`src/hdl/fdd_pkg.sv`:
```
// fdd_pkg: shared types, register indexes and reset values of the floor
// range drop-off detector
// no dependencies
package fdd_pkg;

    localparam int HIST_DEPTH_DEF = 64;

    localparam int CFG_IDX_W = 3;
    localparam int CFG_DAT_W = 16;

    localparam logic [CFG_IDX_W-1:0] REG_CLIMB_FACTOR   = 3'd0;
    localparam logic [CFG_IDX_W-1:0] REG_DESCEND_FACTOR = 3'd1;
    localparam logic [CFG_IDX_W-1:0] REG_PEAK_HOLD      = 3'd2;
    localparam logic [CFG_IDX_W-1:0] REG_CLIMB_MIN      = 3'd3;
    localparam logic [CFG_IDX_W-1:0] REG_CLIMB_WINDOW   = 3'd4;
    localparam logic [CFG_IDX_W-1:0] REG_DESCEND_WINDOW = 3'd5;

    localparam logic [11:0] RST_CLIMB_FACTOR   = 12'd307;
    localparam logic [11:0] RST_DESCEND_FACTOR = 12'd1024;
    localparam logic [7:0]  RST_PEAK_HOLD      = 8'd10;
    localparam logic [15:0] RST_CLIMB_MIN      = 16'd30;
    localparam logic [5:0]  RST_CLIMB_WINDOW   = 6'd30;
    localparam logic [5:0]  RST_DESCEND_WINDOW = 6'd50;

    typedef struct packed {
        logic [11:0] climb_factor;
        logic [11:0] descend_factor;
        logic [7:0]  peak_hold;
        logic [15:0] climb_min_count;
        logic [5:0]  climb_window;
        logic [5:0]  descend_window;
    } t_cfg;

    typedef struct packed {
        logic [15:0] range_mm;
        logic        climb_start;
    } t_item;

endpackage

```
`src/hdl/fdd_ram.sv`:
```
// fdd_ram: generic single write, single read RAM with registered read
// no dependencies
module fdd_ram #(
    parameter int WIDTH = 16,
    parameter int DEPTH = 64
) (
    input  logic                     i_clk,
    input  logic                     i_we,
    input  logic [$clog2(DEPTH)-1:0] i_waddr,
    input  logic [WIDTH-1:0]         i_wdata,
    input  logic [$clog2(DEPTH)-1:0] i_raddr,
    output logic [WIDTH-1:0]         o_rdata
);
    logic [WIDTH-1:0] r_mem [DEPTH];
    logic [WIDTH-1:0] r_rdata;

    always_ff @(posedge i_clk) begin
        if (i_we) begin
            r_mem[i_waddr] <= i_wdata;
        end
        r_rdata <= r_mem[i_raddr];
    end

    assign o_rdata = r_rdata;
endmodule

```
`src/hdl/fdd_front.sv`:
```
// fdd_front: two-entry request queue between the input channel and the
// processing sequencer; depends on fdd_pkg
module fdd_front (
    input  logic          i_clk,
    input  logic          i_rst_n,
    input  logic          i_in_valid,
    output logic          o_in_stall,
    input  fdd_pkg::t_item i_item,
    output logic          o_q_valid,
    output fdd_pkg::t_item o_q_item,
    input  logic          i_q_pop
);
    import fdd_pkg::*;

    t_item      r_mem [2];
    logic       r_wp, r_rp;
    logic [1:0] r_cnt;
    logic       push, pop;

    assign o_in_stall = (r_cnt == 2'd2);
    assign push       = i_in_valid && !o_in_stall;
    assign pop        = i_q_pop && (r_cnt != 2'd0);
    assign o_q_valid  = (r_cnt != 2'd0);
    assign o_q_item   = r_mem[r_rp];

    always_ff @(posedge i_clk) begin
        if (push) begin
            r_mem[r_wp] <= i_item;
        end
        if (!i_rst_n) begin
            r_wp  <= 1'b0;
            r_rp  <= 1'b0;
            r_cnt <= 2'd0;
        end else begin
            if (push) r_wp <= ~r_wp;
            if (pop)  r_rp <= ~r_rp;
            case ({push, pop})
                2'b10:   r_cnt <= r_cnt + 2'd1;
                2'b01:   r_cnt <= r_cnt - 2'd1;
                default: r_cnt <= r_cnt;
            endcase
        end
    end
endmodule

```
`src/hdl/fdd_div.sv`:
```
// fdd_div: restoring divider, one quotient bit per cycle, for the history mean
// no dependencies
module fdd_div #(
    parameter int NW = 23,
    parameter int DW = 7
) (
    input  logic          i_clk,
    input  logic          i_rst_n,
    input  logic          i_go,
    input  logic [NW-1:0] i_num,
    input  logic [DW-1:0] i_den,
    output logic          o_done,
    output logic [NW-1:0] o_quo
);
    localparam int CW = $clog2(NW + 1);

    logic [NW-1:0] r_quo;
    logic [DW-1:0] r_rem, r_den;
    logic [CW-1:0] r_cnt;
    logic          r_busy, r_done;
    logic [DW:0]   trial;
    logic          take;

    assign trial = {r_rem, r_quo[NW-1]};
    assign take  = (trial >= {1'b0, r_den});

    always_ff @(posedge i_clk) begin
        if (!i_rst_n) begin
            r_busy <= 1'b0;
            r_done <= 1'b0;
            r_cnt  <= '0;
        end else begin
            if (i_go) begin
                r_busy <= 1'b1;
                r_cnt  <= CW'(NW);
                r_quo  <= i_num;
                r_den  <= i_den;
                r_rem  <= '0;
            end else if (r_busy) begin
                r_rem  <= take ? DW'(trial - {1'b0, r_den}) : trial[DW-1:0];
                r_quo  <= {r_quo[NW-2:0], take};
                r_cnt  <= r_cnt - CW'(1);
                if (r_cnt == CW'(1)) begin
                    r_busy <= 1'b0;
                end
            end
            // last quotient bit lands on this edge
            r_done <= !i_go && r_busy && (r_cnt == CW'(1));
        end
    end

    assign o_done = r_done;
    assign o_quo  = r_quo;
endmodule

```
`src/hdl/fdd_back.sv`:
```
// fdd_back: sequencer that carries out one request: peak tracking, threshold
// tests, history ring upkeep and mean; depends on fdd_pkg, fdd_ram, fdd_div
module fdd_back #(
    parameter int HIST_DEPTH = fdd_pkg::HIST_DEPTH_DEF
) (
    input  logic           i_clk,
    input  logic           i_rst_n,
    input  fdd_pkg::t_cfg  i_cfg,
    input  logic           i_q_valid,
    input  fdd_pkg::t_item i_q_item,
    output logic           o_q_pop,
    output logic           o_out_valid,
    input  logic           i_out_stall,
    output logic           o_stop_request,
    output logic           o_descend_detected,
    output logic [15:0]    o_mean_mm
);
    import fdd_pkg::*;

    localparam int AW = $clog2(HIST_DEPTH);
    localparam int FW = $clog2(HIST_DEPTH + 1);
    localparam int SW = 16 + FW;
    localparam int CW = (FW > 6) ? FW : 6;
    localparam int TW = AW + 2;

    typedef enum logic [12:0] {
        S_IDLE      = 13'b0000000000001,
        S_PEAK      = 13'b0000000000010,
        S_MUL       = 13'b0000000000100,
        S_CMP       = 13'b0000000001000,
        S_FULL_RD   = 13'b0000000010000,
        S_FULL_SUB  = 13'b0000000100000,
        S_PUSH      = 13'b0000001000000,
        S_DIV_GO    = 13'b0000010000000,
        S_DIV       = 13'b0000100000000,
        S_TRIM_RD   = 13'b0001000000000,
        S_TRIM_SUB  = 13'b0010000000000,
        S_OUT       = 13'b0100000000000,
        S_SPARE     = 13'b1000000000000
    } t_state;

    t_state        r_state;
    logic          r_climbing, r_desc;
    logic [15:0]   r_peak, r_count, r_pidx, r_mean, r_range, r_push_val;
    logic [FW-1:0] r_fill;
    logic [AW-1:0] r_head;
    logic [SW-1:0] r_sum;
    logic [27:0]   r_prod;
    logic          r_stop;
    logic          r_out_valid, r_out_stop, r_out_desc;
    logic [15:0]   r_out_mean;

    logic          out_free;
    logic [15:0]   new_pidx, new_peak, age;
    logic          push_en, exceeds, full, over_win;
    logic [TW-1:0] tail_sum;
    logic [AW-1:0] tail, head_inc;
    logic [11:0]   factor;
    logic [5:0]    window;
    logic [15:0]   rdata;
    logic          ram_we, div_done;
    logic [SW-1:0] div_quo;
    t_state        push_start, push_end;

    assign out_free = !r_out_valid || !i_out_stall;
    assign o_q_pop  = (r_state == S_IDLE) && i_q_valid;

    always_comb begin
        new_peak = (r_range > r_peak) ? r_range : r_peak;
        new_pidx = (r_range > r_peak) ? r_count : r_pidx;
        age      = r_count - new_pidx;
        push_en  = (r_count >= new_pidx) && (age > {8'd0, i_cfg.peak_hold});
        factor   = r_climbing ? i_cfg.climb_factor : i_cfg.descend_factor;
        window   = r_climbing ? i_cfg.climb_window : i_cfg.descend_window;
        exceeds  = {4'd0, r_range, 8'd0} > r_prod;
        full     = (r_fill == FW'(HIST_DEPTH));
        over_win = CW'(r_fill) > CW'(window);
        tail_sum = TW'(r_head) + TW'(r_fill);
        tail     = (tail_sum >= TW'(HIST_DEPTH)) ? AW'(tail_sum - TW'(HIST_DEPTH))
                                                 : AW'(tail_sum);
        head_inc = (r_head == AW'(HIST_DEPTH - 1)) ? '0 : r_head + AW'(1);
        push_start = full ? S_FULL_RD : S_PUSH;
        push_end   = r_climbing ? S_MUL : S_OUT;
        ram_we     = (r_state == S_PUSH);
    end

    fdd_ram #(.WIDTH(16), .DEPTH(HIST_DEPTH)) u_ring (
        .i_clk   (i_clk),
        .i_we    (ram_we),
        .i_waddr (tail),
        .i_wdata (r_push_val),
        .i_raddr (r_head),
        .o_rdata (rdata)
    );

    fdd_div #(.NW(SW), .DW(FW)) u_div (
        .i_clk   (i_clk),
        .i_rst_n (i_rst_n),
        .i_go    (r_state == S_DIV_GO),
        .i_num   (r_sum),
        .i_den   (r_fill),
        .o_done  (div_done),
        .o_quo   (div_quo)
    );

    always_ff @(posedge i_clk) begin
        if (!i_rst_n) begin
            r_state     <= S_IDLE;
            r_climbing  <= 1'b0;
            r_desc      <= 1'b0;
            r_peak      <= '0;
            r_count     <= '0;
            r_pidx      <= '0;
            r_mean      <= '0;
            r_fill      <= '0;
            r_head      <= '0;
            r_sum       <= '0;
            r_stop      <= 1'b0;
            r_out_valid <= 1'b0;
        end else begin
            if ((r_state == S_OUT) && out_free) begin
                r_out_valid <= 1'b1;
            end else if (!i_out_stall) begin
                r_out_valid <= 1'b0;
            end
            unique case (r_state)
                S_IDLE: begin
                    if (i_q_valid) begin
                        r_range <= i_q_item.range_mm;
                        r_stop  <= 1'b0;
                        if (i_q_item.climb_start) begin
                            r_climbing <= 1'b1;
                            r_peak     <= '0;
                            r_count    <= '0;
                            r_pidx     <= '0;
                            r_mean     <= '0;
                            r_fill     <= '0;
                            r_head     <= '0;
                            r_sum      <= '0;
                        end
                        r_state <= S_PEAK;
                    end
                end
                S_PEAK: begin
                    if (r_climbing) begin
                        r_peak     <= new_peak;
                        r_pidx     <= new_pidx;
                        r_push_val <= new_peak;
                        r_state    <= push_en ? push_start : S_MUL;
                    end else begin
                        r_push_val <= r_range;
                        r_state    <= S_MUL;
                    end
                end
                S_MUL: begin
                    r_prod  <= factor * r_mean;
                    r_state <= S_CMP;
                end
                S_CMP: begin
                    if (r_climbing) begin
                        r_stop  <= exceeds && (r_count > i_cfg.climb_min_count)
                                   && (r_mean != '0);
                        r_state <= S_OUT;
                    end else begin
                        if (exceeds && (r_mean != '0)) begin
                            r_desc <= 1'b1;
                            r_stop <= 1'b1;
                        end
                        r_state <= push_start;
                    end
                end
                S_FULL_RD:  r_state <= S_FULL_SUB;
                S_FULL_SUB: begin
                    r_sum   <= r_sum - SW'(rdata);
                    r_head  <= head_inc;
                    r_fill  <= r_fill - FW'(1);
                    r_state <= S_PUSH;
                end
                S_PUSH: begin
                    r_sum   <= r_sum + SW'(r_push_val);
                    r_fill  <= r_fill + FW'(1);
                    r_state <= S_DIV_GO;
                end
                S_DIV_GO: r_state <= S_DIV;
                S_DIV: begin
                    if (div_done) begin
                        r_mean  <= div_quo[15:0];
                        r_state <= over_win ? S_TRIM_RD : push_end;
                    end
                end
                S_TRIM_RD:  r_state <= S_TRIM_SUB;
                S_TRIM_SUB: begin
                    r_sum   <= r_sum - SW'(rdata);
                    r_head  <= head_inc;
                    r_fill  <= r_fill - FW'(1);
                    r_state <= push_end;
                end
                S_OUT: begin
                    if (out_free) begin
                        r_out_stop  <= r_stop;
                        r_out_desc  <= r_desc;
                        r_out_mean  <= r_mean;
                        if (r_climbing && (r_count != 16'hFFFF)) begin
                            r_count <= r_count + 16'd1;
                        end
                        r_state <= S_IDLE;
                    end
                end
                default: r_state <= S_IDLE;
            endcase
        end
    end

    assign o_out_valid        = r_out_valid;
    assign o_stop_request     = r_out_stop;
    assign o_descend_detected = r_out_desc;
    assign o_mean_mm          = r_out_mean;
endmodule

```
`src/hdl/floor_range_dropoff_detector_unit.sv`:
```
// requests: the sequencer carries out one request at a time and does not take
// the next until it is through with the last; the bit-serial mean divider sets
// the longest request, and a two-entry queue holds later requests
// reset: synchronous active low, clears mode, flags, counters, history fill
// and restores register defaults; ring contents are not cleared
module floor_range_dropoff_detector_unit #(
    parameter int HIST_DEPTH = fdd_pkg::HIST_DEPTH_DEF
) (
    input  logic                           i_clk,
    input  logic                           i_rst_n,
    input  logic                           i_in_valid,
    output logic                           o_in_stall,
    input  logic [15:0]                    i_range_mm,
    input  logic                           i_climb_start,
    output logic                           o_out_valid,
    input  logic                           i_out_stall,
    output logic                           o_stop_request,
    output logic                           o_descend_detected,
    output logic [15:0]                    o_mean_mm,
    input  logic                           i_cfg_valid,
    output logic                           o_cfg_ready,
    input  logic [fdd_pkg::CFG_IDX_W-1:0]  i_cfg_index,
    input  logic [fdd_pkg::CFG_DAT_W-1:0]  i_cfg_data
);
    import fdd_pkg::*;

    t_cfg  r_cfg;
    t_item in_item, q_item;
    logic  q_valid, q_pop;

    assign o_cfg_ready = 1'b1;

    always_ff @(posedge i_clk) begin
        if (!i_rst_n) begin
            r_cfg.climb_factor    <= RST_CLIMB_FACTOR;
            r_cfg.descend_factor  <= RST_DESCEND_FACTOR;
            r_cfg.peak_hold       <= RST_PEAK_HOLD;
            r_cfg.climb_min_count <= RST_CLIMB_MIN;
            r_cfg.climb_window    <= RST_CLIMB_WINDOW;
            r_cfg.descend_window  <= RST_DESCEND_WINDOW;
        end else if (i_cfg_valid) begin
            unique case (i_cfg_index)
                REG_CLIMB_FACTOR:   r_cfg.climb_factor    <= i_cfg_data[11:0];
                REG_DESCEND_FACTOR: r_cfg.descend_factor  <= i_cfg_data[11:0];
                REG_PEAK_HOLD:      r_cfg.peak_hold       <= i_cfg_data[7:0];
                REG_CLIMB_MIN:      r_cfg.climb_min_count <= i_cfg_data;
                REG_CLIMB_WINDOW:   r_cfg.climb_window    <= i_cfg_data[5:0];
                REG_DESCEND_WINDOW: r_cfg.descend_window  <= i_cfg_data[5:0];
                default:            r_cfg <= r_cfg;
            endcase
        end
    end

    assign in_item.range_mm    = i_range_mm;
    assign in_item.climb_start = i_climb_start;

    fdd_front u_front (
        .i_clk      (i_clk),
        .i_rst_n    (i_rst_n),
        .i_in_valid (i_in_valid),
        .o_in_stall (o_in_stall),
        .i_item     (in_item),
        .o_q_valid  (q_valid),
        .o_q_item   (q_item),
        .i_q_pop    (q_pop)
    );

    fdd_back #(.HIST_DEPTH(HIST_DEPTH)) u_back (
        .i_clk              (i_clk),
        .i_rst_n            (i_rst_n),
        .i_cfg              (r_cfg),
        .i_q_valid          (q_valid),
        .i_q_item           (q_item),
        .o_q_pop            (q_pop),
        .o_out_valid        (o_out_valid),
        .i_out_stall        (i_out_stall),
        .o_stop_request     (o_stop_request),
        .o_descend_detected (o_descend_detected),
        .o_mean_mm          (o_mean_mm)
    );
endmodule

```
`config.mk`:
```
export PLATFORM = sky130hd
export DESIGN_NAME = floor_range_dropoff_detector_unit
export DESIGN_NICKNAME = d
export VERILOG_FILES = /design/src/hdl/fdd_pkg.sv /design/src/hdl/fdd_ram.sv /design/src/hdl/fdd_front.sv /design/src/hdl/fdd_div.sv /design/src/hdl/fdd_back.sv /design/src/hdl/floor_range_dropoff_detector_unit.sv
export SDC_FILE = /design/constraint.sdc
export NUM_CORES = 2
export LEC_CHECK = 0
export ABC_AREA = 1
export BUFFER_PORTS_ARGS = -buffer_cell sky130_fd_sc_hd__buf_2
export CAP_MARGIN = 20
export CELL_PAD_IN_SITES_DETAIL_PLACEMENT = 0
export CELL_PAD_IN_SITES_GLOBAL_PLACEMENT = 1
export CORE_AREA = 2 2 389 391
export DETAILED_ROUTE_END_ITERATION = 12
export DIE_AREA = 0 0 391 393
export PLACE_DENSITY_LB_ADDON = 0.1
export SLEW_MARGIN = 20
export SYNTH_ARGS = -nofsm -noshare
export SYNTH_HDL_FRONTEND = slang
export SYNTH_HIERARCHICAL = 1
export SYNTH_SLANG_ARGS = --single-unit
```
`constraint.sdc`:
```
create_clock -name i_clk -period 7.15 [get_ports i_clk]
set_input_delay 1.0725 -clock i_clk [delete_from_list [all_inputs] [get_ports i_clk]]
set_output_delay 1.0725 -clock i_clk [all_outputs]
set_load 0.03 [all_outputs]
```
==> results.toml <==
[outcome]
outcome = "finished, final reports clean"

[cells_and_area]
area_growth_pct = 10.70
postLayoutCellArea_um2 = 74160
final_common_cell = "nand2_1"
fin_cells = 8822
finalNetCount = 7130
final_cell_mix = "nand2_1 (2068), edfxtp_1 (1173), nand3_1 (1106)"
drive_above_1_share = 0.07983

[sta]
worst-slew-pin-transition_ns = 1.054
finalCritPeriodShare = 0.9122
finalClockSkew_ns = 0.02518
fmax_ghz = 0.1533
slew_headroom = 0.2946
min_period_ns = 6.523
timing.final.hold_violations = 0
whs_ns = 0.4295
slew_violations = 0
rsz0062_at_grt = "false"
setup_viol = 0
tns_ns = 0

[floorplanning]
core_area_um2 = 149200
start_util = 0.4489
num_rows = 142
die_height_um = 393
die_w_um = 391
ios = 62
design.die.area_um2 = 153700

[detailed_routing]
vias_per_cell = 5.369
drt_first_pass_iters = 5
wl_um = 195300
route.vias.total = 47360
drt_drc_violations_left = 0
wl_per_cell_um = 22.13
dr.first_iter.drc_count = 3547
drtAntennaViolNets = 0

[placement]
placed_area_um2 = 69140
dp.cells = 8542
dpl.hpwl_um = 122100
portBuffers = 60
place_congestion = 0.8672

[grt]
grt_usage = 0.2558
antenna_found_initial = 1
first_global_vias = 46020
grt_overflow = 0
grt_max_degree = 177
grt_pass1_wl_um = 294300

[logic_synthesis]
async_flop_share = 0
syn_inst = 6712
seq_area_frac_synth = 0.5867
synth_ff_type = "edfxtp_1"
synth_seq_cells = 1377
synth_warnings = 6
synthesis.nets = 7087
syn-cell-area_um2 = 66990
avgSynthCellArea_um2 = 9.981
synth_edf_count = 1173
synth_cell_types = 66

[clock_network]
clk_pin_slew_ns = 0.06
tritoncts = "yes"
h-tree-depth = 4
post-cts-setup-buffers = 0
root_buffer = "clkbuf_16"
cts_sinks = 1377
clockBufferDepth = 3
hold_buffers = 0
clock_latency_ns = 0.80
cts_made_buffers = 155
cts_resized = 0

[worst_setup_path]
cp-end-kind = "flop"
start_kind = "flop"
slowest_delay_ns = 0.55
worstPathRequired_ns = 7.69
cp_common_cell = "nand2_1"
critical_path_class = "flop to flop"
arrival_ns = 7.06
cp_num_buf_inv = 6
cp_top_family = "adder cells"
cp_slowest_cell = "fa_1"
critPathMaxFanout = 20

[pwr]
p_leak_nw = 29.19
switching_power_mw = 6.131
p_comb_frac = 0.178
p_total_mw = 20.45
clkPwrFrac = 0.382
ir_worst_vdd_mv = 0.2243
internal-power_mw = 14.32
power_frac_seq = 0.440
swShare = 0.2998
p_per_area_nw_per_um2 = 275.8

[hold_path]
min_path_type = "flop to flop"

[run]
drv_cap = 0
layer usage:
layer / global-route usage / up-vias / share of wire / routed length (um)
met5: 0 / - / 0 / 0
met4: 0.08045 / 0 / 0.027 / 5340
met3: 0.03237 / 242 / 0.045 / 8756
met2: 0.4329 / 1098 / 0.49 / 95690
met1: 0.3429 / 23290 / 0.44 / 85480
li1: - / 22730 / - / -
registers in the layout, summed over array words and instances (netlist names), 23 cells and up, named ones only:
name,flops
u_back/u_div/o_quo,23
u_back/u_ring/r_mem,1024
u_front/r_mem,34
u_back/r_sum,23
u_back/r_prod,28
r_cfg,60
cell type report:
class                           instances  area, um2
Clock inverter                         78      775.7
Antenna cell                            1      2.502
Timing Repair Buffer                  205       1446
Inverter                              498       1898
Tap cell                             1944       2432
Multi-Input combinational cell       4518      24040
Fill cell                           13750      75080
Sequential cell                      1377      39320
Clock buffer                          201       4238
final timing paths:
kind / startpoint / end / slack, ns / depth (start not counted)
worst max register to register: u_back/r_climbing / u_back/r_prod[27] / 0.63 / 25
worst max-delay path: u_back/r_climbing / u_back/r_prod[27] / 0.63 / 25
worst min-delay path: u_back/r_stop / u_back/o_stop_request / 0.43 / 0
worst min register to register: u_back/r_stop / u_back/o_stop_request / 0.43 / 0
cells by family (layout without fill, tap and decap cells):
kind of cell / after synthesis / in the layout / synth area share
flops: 1377 / 1377 / 0.5867
mux: 22 / 22 / 0.004165
fa+ha+maj: 334 / 334 / 0.07863
other cells: 1 / 2 / 0.00005598
buf+inv: 817 / 982 / 0.05545
compound gates: 371 / 371 / 0.02970
simple gates: 3738 / 3738 / 0.2385
xor+xnor: 52 / 52 / 0.006798
stage by stage:
step	util	setup WS [ns]
floorplan	-	1.309
global placement	0.4631	0.7092
detailed placement	0.4633	0.6392
CTS	0.4968	0.6106
global route	0.4969	0.1057
finish	0.4969	0.6275
power by group through the flow:
stage / clock network (mW) / logic, mW / registers [mW]
2_1_floorplan: 0 / 2.79 / 9.07
3_5_place_dp: 0 / 3.66 / 9.17
4_1_cts: 7.97 / 3.67 / 9.00
5_1_grt: 8.28 / 4.08 / 9.02
3_3_place_gp: 0 / 3.64 / 9.17
6_report: 7.81 / 3.64 / 9.01
synth_stat cells, types with 3 or more instances:
master	number	share of area
nor3b_1	5	0.00056
nand3b_1	7	0.00078
nor2_1	384	0.022
nand4_1	32	0.0030
edfxtp_1	1173	0.53
xor2_1	39	0.0051
nand2_2	6	0.00056
o21a_1	4	0.00045
inv_2	9	0.00050
fa_1	145	0.043
or2_2	36	0.0034
o31ai_1	3	0.00034
a21oi_1	210	0.016
clkbuf_1	101	0.0057
and2_1	3	0.00028
a21o_1	6	0.00067
a21boi_0	5	0.00056
o21ai_0	111	0.0083
o21bai_1	10	0.0011
a31oi_1	3	0.00028
nor2_4	8	0.0013
dfxtp_1	204	0.061
mux2_4	10	0.0022
nor2_2	5	0.00047
buf_2	124	0.0093
mux2i_1	5	0.00075
nor4_1	19	0.0018
buf_6	52	0.0087
mux2_2	7	0.0012
buf_4	18	0.0020
nand3_1	1106	0.083
a211oi_1	5	0.00056
nand2_1	2068	0.12
buf_1	22	0.0012
xnor2_1	13	0.0017
nor3_1	41	0.0031
inv_1	486	0.027
o21ai_1	3	0.00022
ha_1	189	0.035
nand2_4	3	0.00050
Note: power is estimated with default switching activity, not from simulation.
